===== src/hw/rtl/tph_pkg.sv =====
// Shared types, constants and the key compare of the task priority heap.
package tph_pkg;

  // Heap size and the widths that follow from it.
  localparam int unsigned CAPACITY = 64;
  localparam int unsigned CNT_W    = $clog2(CAPACITY + 1);
  localparam int unsigned POS_W    = $clog2(CAPACITY + 2);
  localparam int unsigned ADDR_W   = (CAPACITY > 1) ? $clog2(CAPACITY) : 1;

  // Fixed field widths of the item interface.
  localparam int unsigned ID_W   = 8;
  localparam int unsigned PRIO_W = 8;
  localparam int unsigned SC_W   = 16;
  localparam int unsigned OCC_W  = 7;

  // Operation codes of an input item.
  typedef enum logic [1:0] {
    OP_INSERT = 2'd0,
    OP_POP    = 2'd1,
    OP_REMOVE = 2'd2
  } tph_op_e;

  // Status codes of a result item.
  typedef enum logic [1:0] {
    STAT_OK        = 2'd0,
    STAT_EMPTY     = 2'd1,
    STAT_FULL      = 2'd2,
    STAT_NOT_FOUND = 2'd3
  } tph_status_e;

  typedef struct packed {
    logic [1:0]        operation;
    logic [ID_W-1:0]   task_id;
    logic [PRIO_W-1:0] priority_req;
    logic [SC_W-1:0]   sched_count;
  } tph_in_t;

  typedef struct packed {
    logic [ID_W-1:0]  popped_id;
    logic [1:0]       status;
    logic [OCC_W-1:0] occupancy;
  } tph_out_t;

  // One heap entry as it sits in the store.
  typedef struct packed {
    logic [ID_W-1:0]   id;
    logic [PRIO_W-1:0] prio;
    logic [SC_W-1:0]   count;
  } tph_entry_t;

  // True when entry a must sit above entry b: higher priority, then lower count.
  function automatic logic key_better(tph_entry_t a, tph_entry_t b);
    return (a.prio > b.prio) || ((a.prio == b.prio) && (a.count < b.count));
  endfunction

endpackage


===== src/hw/rtl/task_priority_heap.sv =====
// Task ready queue kept as a binary max heap in a single-port entry memory.
// Insert sifts upward; pop moves the last entry to the root and sifts downward; remove scans
// for the id, moves the last entry into its place and sifts downward, then upward.
// Only one item is in flight; the next item is taken in the cycle after the result loads.
// Reset clears the entry count, the sequencer and the output valid; the entry memory is
// not cleared, since only entries below the count are ever read.
module task_priority_heap
  import tph_pkg::*;
(
  input  logic     clk_i,
  input  logic     rst_ni,
  input  logic     in_valid_i,
  output logic     in_stall_o,
  input  tph_in_t  in_data_i,
  output logic     out_valid_o,
  input  logic     out_stall_i,
  output tph_out_t out_data_o
);

  typedef enum logic [3:0] {
    S_IDLE,
    S_POP_ROOT,
    S_POP_LAST,
    S_RM_RD,
    S_RM_CHK,
    S_RM_LAST,
    S_DN_CHK,
    S_DN_RDR,
    S_DN_CMP,
    S_DN_WR2,
    S_UP_LOAD,
    S_UP_LD2,
    S_UP_CHK,
    S_UP_CMP,
    S_UP_WR2,
    S_DONE
  } state_e;

  state_e            state_q, state_d;
  logic [CNT_W-1:0]  count_q, count_d;
  logic [POS_W-1:0]  pos_q, pos_d;
  logic [POS_W-1:0]  rm_pos_q, rm_pos_d;
  logic [POS_W-1:0]  nxt_q, nxt_d;
  tph_entry_t        cur_q, cur_d;
  tph_entry_t        lv_q, lv_d;
  tph_entry_t        tmp_q, tmp_d;
  logic              have_r_q, have_r_d;
  logic              then_up_q, then_up_d;
  logic [ID_W-1:0]   id_q, id_d;
  logic [ID_W-1:0]   popped_q, popped_d;
  tph_status_e       status_q, status_d;
  logic              out_valid_q, out_valid_d;
  tph_out_t          out_data_q, out_data_d;

  // Entry memory with one write and one registered read per cycle.
  tph_entry_t        mem_q [CAPACITY];
  tph_entry_t        rd_q;
  logic              we, re;
  logic [ADDR_W-1:0] wa, ra;
  tph_entry_t        wd;

  // Heap positions start at one; memory addresses at zero.
  function automatic logic [ADDR_W-1:0] addr_of(logic [POS_W-1:0] p);
    logic [POS_W-1:0] t;
    t = p - POS_W'(1);
    return t[ADDR_W-1:0];
  endfunction

  logic [POS_W:0]   lc, rc, cnt_ext;
  logic [POS_W-1:0] parent, cnt_inc;
  logic             pick_left;
  logic [POS_W-1:0] child;
  tph_entry_t       child_v;
  tph_entry_t       new_entry;

  assign lc        = {pos_q, 1'b0};
  assign rc        = {pos_q, 1'b1};
  assign cnt_ext   = (POS_W + 1)'(count_q);
  assign parent    = pos_q >> 1;
  assign cnt_inc   = POS_W'(count_q) + POS_W'(1);
  assign new_entry = '{id: in_data_i.task_id, prio: in_data_i.priority_req,
                       count: in_data_i.sched_count};

  // The right child wins unless the left is strictly better or the right is absent.
  assign pick_left = !have_r_q || key_better(lv_q, rd_q);
  assign child     = pick_left ? lc[POS_W-1:0] : rc[POS_W-1:0];
  assign child_v   = pick_left ? lv_q : rd_q;

  assign in_stall_o  = (state_q != S_IDLE);
  assign out_valid_o = out_valid_q;
  assign out_data_o  = out_data_q;

  // Sequencer: next state, datapath registers and memory controls.
  always_comb begin
    state_d     = state_q;
    count_d     = count_q;
    pos_d       = pos_q;
    rm_pos_d    = rm_pos_q;
    nxt_d       = nxt_q;
    cur_d       = cur_q;
    lv_d        = lv_q;
    tmp_d       = tmp_q;
    have_r_d    = have_r_q;
    then_up_d   = then_up_q;
    id_d        = id_q;
    popped_d    = popped_q;
    status_d    = status_q;
    out_valid_d = out_valid_q;
    out_data_d  = out_data_q;
    we          = 1'b0;
    wa          = '0;
    wd          = cur_q;
    re          = 1'b0;
    ra          = '0;

    if (out_valid_q && !out_stall_i) begin
      out_valid_d = 1'b0;
    end

    case (state_q)
      S_IDLE: begin
        if (in_valid_i) begin
          id_d     = in_data_i.task_id;
          popped_d = '0;
          status_d = STAT_OK;
          state_d  = S_DONE;
          case (in_data_i.operation)
            OP_INSERT: begin
              if (count_q >= CNT_W'(CAPACITY)) begin
                status_d = STAT_FULL;
              end else begin
                we      = 1'b1;
                wa      = addr_of(cnt_inc);
                wd      = new_entry;
                cur_d   = new_entry;
                count_d = count_q + CNT_W'(1);
                pos_d   = cnt_inc;
                state_d = S_UP_CHK;
              end
            end
            OP_POP: begin
              if (count_q == '0) begin
                status_d = STAT_EMPTY;
              end else begin
                re      = 1'b1;
                ra      = addr_of(POS_W'(1));
                state_d = S_POP_ROOT;
              end
            end
            OP_REMOVE: begin
              status_d = STAT_NOT_FOUND;
              pos_d    = POS_W'(1);
              state_d  = S_RM_RD;
            end
            default: begin
              state_d = S_DONE;
            end
          endcase
        end
      end

      // Pop: take the root id, then move the last entry to the root.
      S_POP_ROOT: begin
        popped_d = rd_q.id;
        re       = 1'b1;
        ra       = addr_of(POS_W'(count_q));
        state_d  = S_POP_LAST;
      end
      S_POP_LAST: begin
        we        = 1'b1;
        wa        = addr_of(POS_W'(1));
        wd        = rd_q;
        cur_d     = rd_q;
        count_d   = count_q - CNT_W'(1);
        pos_d     = POS_W'(1);
        then_up_d = 1'b0;
        state_d   = S_DN_CHK;
      end

      // Remove: scan from the lowest position for the first matching id.
      S_RM_RD: begin
        if (pos_q > POS_W'(count_q)) begin
          state_d = S_DONE;
        end else begin
          re      = 1'b1;
          ra      = addr_of(pos_q);
          state_d = S_RM_CHK;
        end
      end
      S_RM_CHK: begin
        if (rd_q.id == id_q) begin
          re      = 1'b1;
          ra      = addr_of(POS_W'(count_q));
          state_d = S_RM_LAST;
        end else begin
          pos_d   = pos_q + POS_W'(1);
          state_d = S_RM_RD;
        end
      end
      S_RM_LAST: begin
        we        = 1'b1;
        wa        = addr_of(pos_q);
        wd        = rd_q;
        cur_d     = rd_q;
        count_d   = count_q - CNT_W'(1);
        rm_pos_d  = pos_q;
        then_up_d = 1'b1;
        status_d  = STAT_OK;
        state_d   = S_DN_CHK;
      end

      // Downward sift: read both children, pick one, swap when strictly better.
      S_DN_CHK: begin
        if (lc > cnt_ext) begin
          state_d = then_up_q ? S_UP_LOAD : S_DONE;
        end else begin
          re       = 1'b1;
          ra       = addr_of(lc[POS_W-1:0]);
          have_r_d = (rc <= cnt_ext);
          state_d  = S_DN_RDR;
        end
      end
      S_DN_RDR: begin
        lv_d = rd_q;
        if (have_r_q) begin
          re = 1'b1;
          ra = addr_of(rc[POS_W-1:0]);
        end
        state_d = S_DN_CMP;
      end
      S_DN_CMP: begin
        if (key_better(child_v, cur_q)) begin
          we      = 1'b1;
          wa      = addr_of(child);
          wd      = cur_q;
          tmp_d   = child_v;
          nxt_d   = child;
          state_d = S_DN_WR2;
        end else begin
          cur_d   = child_v;
          pos_d   = child;
          state_d = S_DN_CHK;
        end
      end
      S_DN_WR2: begin
        we      = 1'b1;
        wa      = addr_of(pos_q);
        wd      = tmp_q;
        pos_d   = nxt_q;
        state_d = S_DN_CHK;
      end

      // Upward sift after a remove starts from the entry now at the removed position.
      S_UP_LOAD: begin
        if (rm_pos_q > POS_W'(count_q)) begin
          state_d = S_DONE;
        end else begin
          re      = 1'b1;
          ra      = addr_of(rm_pos_q);
          pos_d   = rm_pos_q;
          state_d = S_UP_LD2;
        end
      end
      S_UP_LD2: begin
        cur_d   = rd_q;
        state_d = S_UP_CHK;
      end

      // Upward sift: compare with the parent up to the root.
      S_UP_CHK: begin
        if (pos_q > POS_W'(1)) begin
          re      = 1'b1;
          ra      = addr_of(parent);
          state_d = S_UP_CMP;
        end else begin
          state_d = S_DONE;
        end
      end
      S_UP_CMP: begin
        if (key_better(cur_q, rd_q)) begin
          we      = 1'b1;
          wa      = addr_of(parent);
          wd      = cur_q;
          tmp_d   = rd_q;
          state_d = S_UP_WR2;
        end else begin
          cur_d   = rd_q;
          pos_d   = parent;
          state_d = S_UP_CHK;
        end
      end
      S_UP_WR2: begin
        we      = 1'b1;
        wa      = addr_of(pos_q);
        wd      = tmp_q;
        pos_d   = parent;
        state_d = S_UP_CHK;
      end

      // Hand the result to the output register once it is free.
      S_DONE: begin
        if (!out_valid_q || !out_stall_i) begin
          out_valid_d          = 1'b1;
          out_data_d.popped_id = popped_q;
          out_data_d.status    = status_q;
          out_data_d.occupancy = OCC_W'(count_q);
          state_d              = S_IDLE;
        end
      end

      default: begin
        state_d = S_IDLE;
      end
    endcase
  end

  // State and registered outputs.
  always_ff @(posedge clk_i or negedge rst_ni) begin
    if (!rst_ni) begin
      state_q     <= S_IDLE;
      count_q     <= '0;
      pos_q       <= '0;
      rm_pos_q    <= '0;
      nxt_q       <= '0;
      cur_q       <= '0;
      lv_q        <= '0;
      tmp_q       <= '0;
      have_r_q    <= 1'b0;
      then_up_q   <= 1'b0;
      id_q        <= '0;
      popped_q    <= '0;
      status_q    <= STAT_OK;
      out_valid_q <= 1'b0;
      out_data_q  <= '0;
    end else begin
      state_q     <= state_d;
      count_q     <= count_d;
      pos_q       <= pos_d;
      rm_pos_q    <= rm_pos_d;
      nxt_q       <= nxt_d;
      cur_q       <= cur_d;
      lv_q        <= lv_d;
      tmp_q       <= tmp_d;
      have_r_q    <= have_r_d;
      then_up_q   <= then_up_d;
      id_q        <= id_d;
      popped_q    <= popped_d;
      status_q    <= status_d;
      out_valid_q <= out_valid_d;
      out_data_q  <= out_data_d;
    end
  end

  // Entry memory write and registered read.
  always_ff @(posedge clk_i) begin
    if (we) begin
      mem_q[wa] <= wd;
    end
    if (re) begin
      rd_q <= mem_q[ra];
    end
  end

endmodule


===== config.mk =====
export PLATFORM = sky130hd
export DESIGN_NAME = task_priority_heap
export DESIGN_NICKNAME = d
export VERILOG_FILES = /design/src/hw/rtl/tph_pkg.sv /design/src/hw/rtl/task_priority_heap.sv
export SDC_FILE = /design/constraint.sdc
export NUM_CORES = 2
export LEC_CHECK = 0
export BUFFER_PORTS_ARGS = -buffer_cell sky130_fd_sc_hd__buf_4
export CAP_MARGIN = 15
export CORE_MARGIN = 2
export CORE_UTILIZATION = 30
export CTS_CLUSTER_SIZE = 24
export DETAILED_ROUTE_END_ITERATION = 8
export PLACE_DENSITY = 0.49
export SKIP_LAST_GASP = 1
export SLEW_MARGIN = 20
export SYNTH_ARGS = -nofsm -noshare
export SYNTH_HDL_FRONTEND = slang
export SYNTH_SLANG_ARGS = --single-unit

===== constraint.sdc =====
create_clock -name clk_i -period 10.7 [get_ports clk_i]
set_clock_uncertainty 0.2 [all_clocks]
set_input_delay 2.14 -clock clk_i [delete_from_list [all_inputs] [get_ports clk_i]]
set_output_delay 2.14 -clock clk_i [all_outputs]
set_load 0.005 [all_outputs]

==> metrics.md <==
| Metric | Value |
|---|---|
| Fin crit share | between 80% and 90% |
| Area contributors post-synth | edfxtp_1 (67%), nand2_1 (7.1%), dfrtp_1 (4.4%) |
| Reg2reg end | mem_q[42][6] |
| Starting Density | between 30% and 40% |
| Busiest grt layer | met2 |
| Post-synth top area cell | edfxtp_1 |
| DRT Pass-1 Iters | 8 |
| Worst Tran Pin Value | between 1 and 1.5 ns |
| Ys Warns | 0 |
| Initial DRC count | 8488 |
| Fin crit period | between 9 and 10 ns |
| Startpoint types | flip-flop |
| Status | finished clean |
| Max Slew Vio Count | 0 |
| Die Span X | between 500 and 600 um |
| Max Clk Rate | around 110 MHz |
| Register area share after synthesis | 71.1% |
| Final setup violation count | 0 |
| Vias per cell | 5.45 |
| Final Hold Viols | 0 |
| Mapped Avg Cell Area | roughly 13 um^2 |
| RSZ-0062 raised after global routing | no |
| Ys flop type | edfxtp_1 |
| Htree depth | 4 |
| Port Buf Inserts | 56 |
| GRT Util Overall | between 20% and 30% |
| Die height | ~560 um |
| Synth cell types | 84 |
| TritonCTS Buffers | between 200 and 250 |
| Cell area after synthesis | 0.0936 mm^2 |
| Row count | 205 |
| Flop2flop setup slack | 1.65 ns |
| Worst skew pair latency | around 0.93 ns |
| Final ANT Viol Nets | 0 |
| Share of cells above drive strength 1 | a little over a tenth |
| Antenna violations before repair | 36 |
| Area Overhead vs Synth | 15.0% |
| Routability cong. | between 0.9 and 1 |
| Hold Path Sink | out_data_o[14] |
| GRT overflow | 0 |
| CTS tree | yes |
| Post-Synthesis Cells | just over 7000 |
| Clock tree buffer depth | 4 |
| Met1 GRT Util | about 30% |
| Hold crit path type | flip-flop to flip-flop |
| Post-Route WL | ~340 mm |
| Max-slew headroom | about an eighth |
| Drt drc | 0 |
| Total number of vias | around 63000 |
| First-pass GRT wire length | between 400 and 500 mm |
| Synth cell count leaders | edfxtp_1 (2080), nand2_1 (1761), nand3_1 (573), a21oi_1 (414), nor2_1 (258) |
| RR Startpoint | rd_q[17] |
| Fillers | just over 30000 |
| Crit. End Element | flip-flop |
| IO Pins | 57 |
| Post-DP HPWL | 215 mm |
| Synth top area share | roughly 67% |
| Crit-path max FO | 32 |
| Root buffer cell | clkbuf_16 |
| Syn_nets | 7404 |
| Setup TNS Final | 0 ns |
| PostCTS Resize Cnt | 0 |
| HP Start | popped_q[5] |
| M2 GR Usage | 32.3% |
| Postcts setup bufs | 0 |
| Synth Register Bits | about 2200 |
| Post-synth EDFFs | approximately 2100 |
| Most frequent cell after synthesis | edfxtp_1 |
| Clk slew on worst S/H paths | around 0.060 ns |
| WL/cell | between 20 and 30 um |
| Core box area | slightly above 0.3 mm^2 |
| Crit Path Category | flip-flop to flip-flop |
| Hold Path Stages | 1 |
| Die Area | approximately 0.32 mm^2 |
| Critical path required time | 11.02 ns |
| M3 GR Usage | 3.40% |
| Async SR Flop Fraction | 7.39% |
| Clk sink count | around 2200 |
| Hold_buf cts | 0 |
| WP data arrival | between 9 and 10 ns |
| Nets | between 7000 and 8000 |
| Pin count of the biggest net entering global routing | 119 |
| Vias in the first global route | just under 60000 |
| Max Cap Viol | 0 |
| Worst r2r path cells | 22 |
metal layers:
layer  vias to the layer above  wire length, um  part of all wire (%)
li1                      27200                -                     -
met1                     32600           145000                    42
met2                      3197           153000                    44
met3                       569            30000                   8.7
met4                         6            16200                   4.7
met5                         -               34                0.0099
layout by cell type (no fill, tap or decap), drive strengths merged, types with 32 or more instances in the layout:
cell / synthesis / final
a211oi: 36 / 36
a21o: 40 / 40
a21oi: 414 / 414
a221oi: 76 / 76
a222oi: 32 / 32
a31oi: 123 / 123
and3: 111 / 111
buf: 281 / 271
clkbuf: 175 / 307
clkinv: 0 / 91
dfrtp: 166 / 166
edfxtp: 2080 / 2080
ha: 105 / 105
inv: 95 / 97
mux2i: 169 / 169
mux4: 34 / 34
nand2: 1761 / 1761
nand3: 573 / 573
nand4: 45 / 45
nor2: 258 / 258
nor3: 69 / 69
o21ai: 156 / 156
o221ai: 40 / 40
o22ai: 34 / 34
cell families after synthesis:
family,share of synthesized area (%)
simple gates,13.3
buf+inv,2.57
compound gates,8.19
fa+ha+maj,1.40
flops,71.1
mux,2.96
xor+xnor,0.430
sequential cells by signal (all words and copies together), names as in the netlist:
signal       cells
mem_q         2048
cur_q           32
lv_q            32
rd_q            32
tmp_q           32
out_data_o      17
id_q             8
popped_q         8
count_q          7
nxt_q            7
pos_q            7
rm_pos_q         7
state_q          4
status_q         2
have_r_q         1
out_valid_o      1
then_up_q        1
worst max-delay path by stage:
stage,endpoint,depth (start not counted),slack (ns),startpoint
detailed placement,mem_q[26][8],22,1.64,rd_q[17]
floorplan,mem_q[22][0],26,3.59,rd_q[17]
finish,mem_q[42][6],22,1.65,rd_q[17]
global route,mem_q[42][6],22,1.21,rd_q[17]
CTS,mem_q[6][18],22,1.58,rd_q[17]
global placement,mem_q[42][18],22,1.64,rd_q[17]
critical path: stages (launching register included):
cell	delay (ns)
edfxtp_1	0.42
inv_1	0.14
ha_1	0.25
nor2b_1	0.13
o21a_1	0.15
o21ai_0	0.18
a21oi_1	0.09
o32ai_1	0.64
and3_1	0.60
inv_1	0.44
buf_4	0.38
a21oi_1	0.32
inv_1	0.08
ha_1	0.30
nand4_1	0.15
nor2_1	0.30
inv_1	0.08
nor4_1	0.35
nand3_1	0.16
nand3_1	0.68
o221ai_1	0.54
or3_2	1.00
nor2_4	0.97
cell type report:
| class | instances | area, um^2 | area share, % |
|---|---|---|---|
| clock buffers | 307 | 6260 | 5.82 |
| diodes | 10 | 25.0 | 0.0232 |
| flip-flops and latches | 2246 | 66600 | 61.9 |
| multi-input cells | 4464 | 25400 | 23.6 |
| repair buffers | 271 | 2720 | 2.53 |
| clock inverters | 120 | 1080 | 1.00 |
| inverters | 95 | 357 | 0.331 |
| well taps | 4140 | 5180 | 4.81 |
per-stage QoR:
stage | hold slack [ns] | instances | setup slack [ns] | util, % | instance area, um^2
4_1_cts | 0.289 | 11600 | 1.58 | 34.4 | 107000
3_5_place_dp | 0.276 | 11200 | 1.64 | 32.0 | 99700
6_report | 0.280 | 11700 | 1.65 | 34.6 | 108000
5_1_grt | 0.309 | 11600 | 1.21 | 34.6 | 108000
2_1_floorplan | 0.250 | 7261 | 3.59 | - | 93600
3_3_place_gp | 0.270 | 11200 | 1.64 | 32.0 | 99600
Power is not shown: default switching activity piles up to over one toggle a cycle in this logic, so the estimate is an artifact.
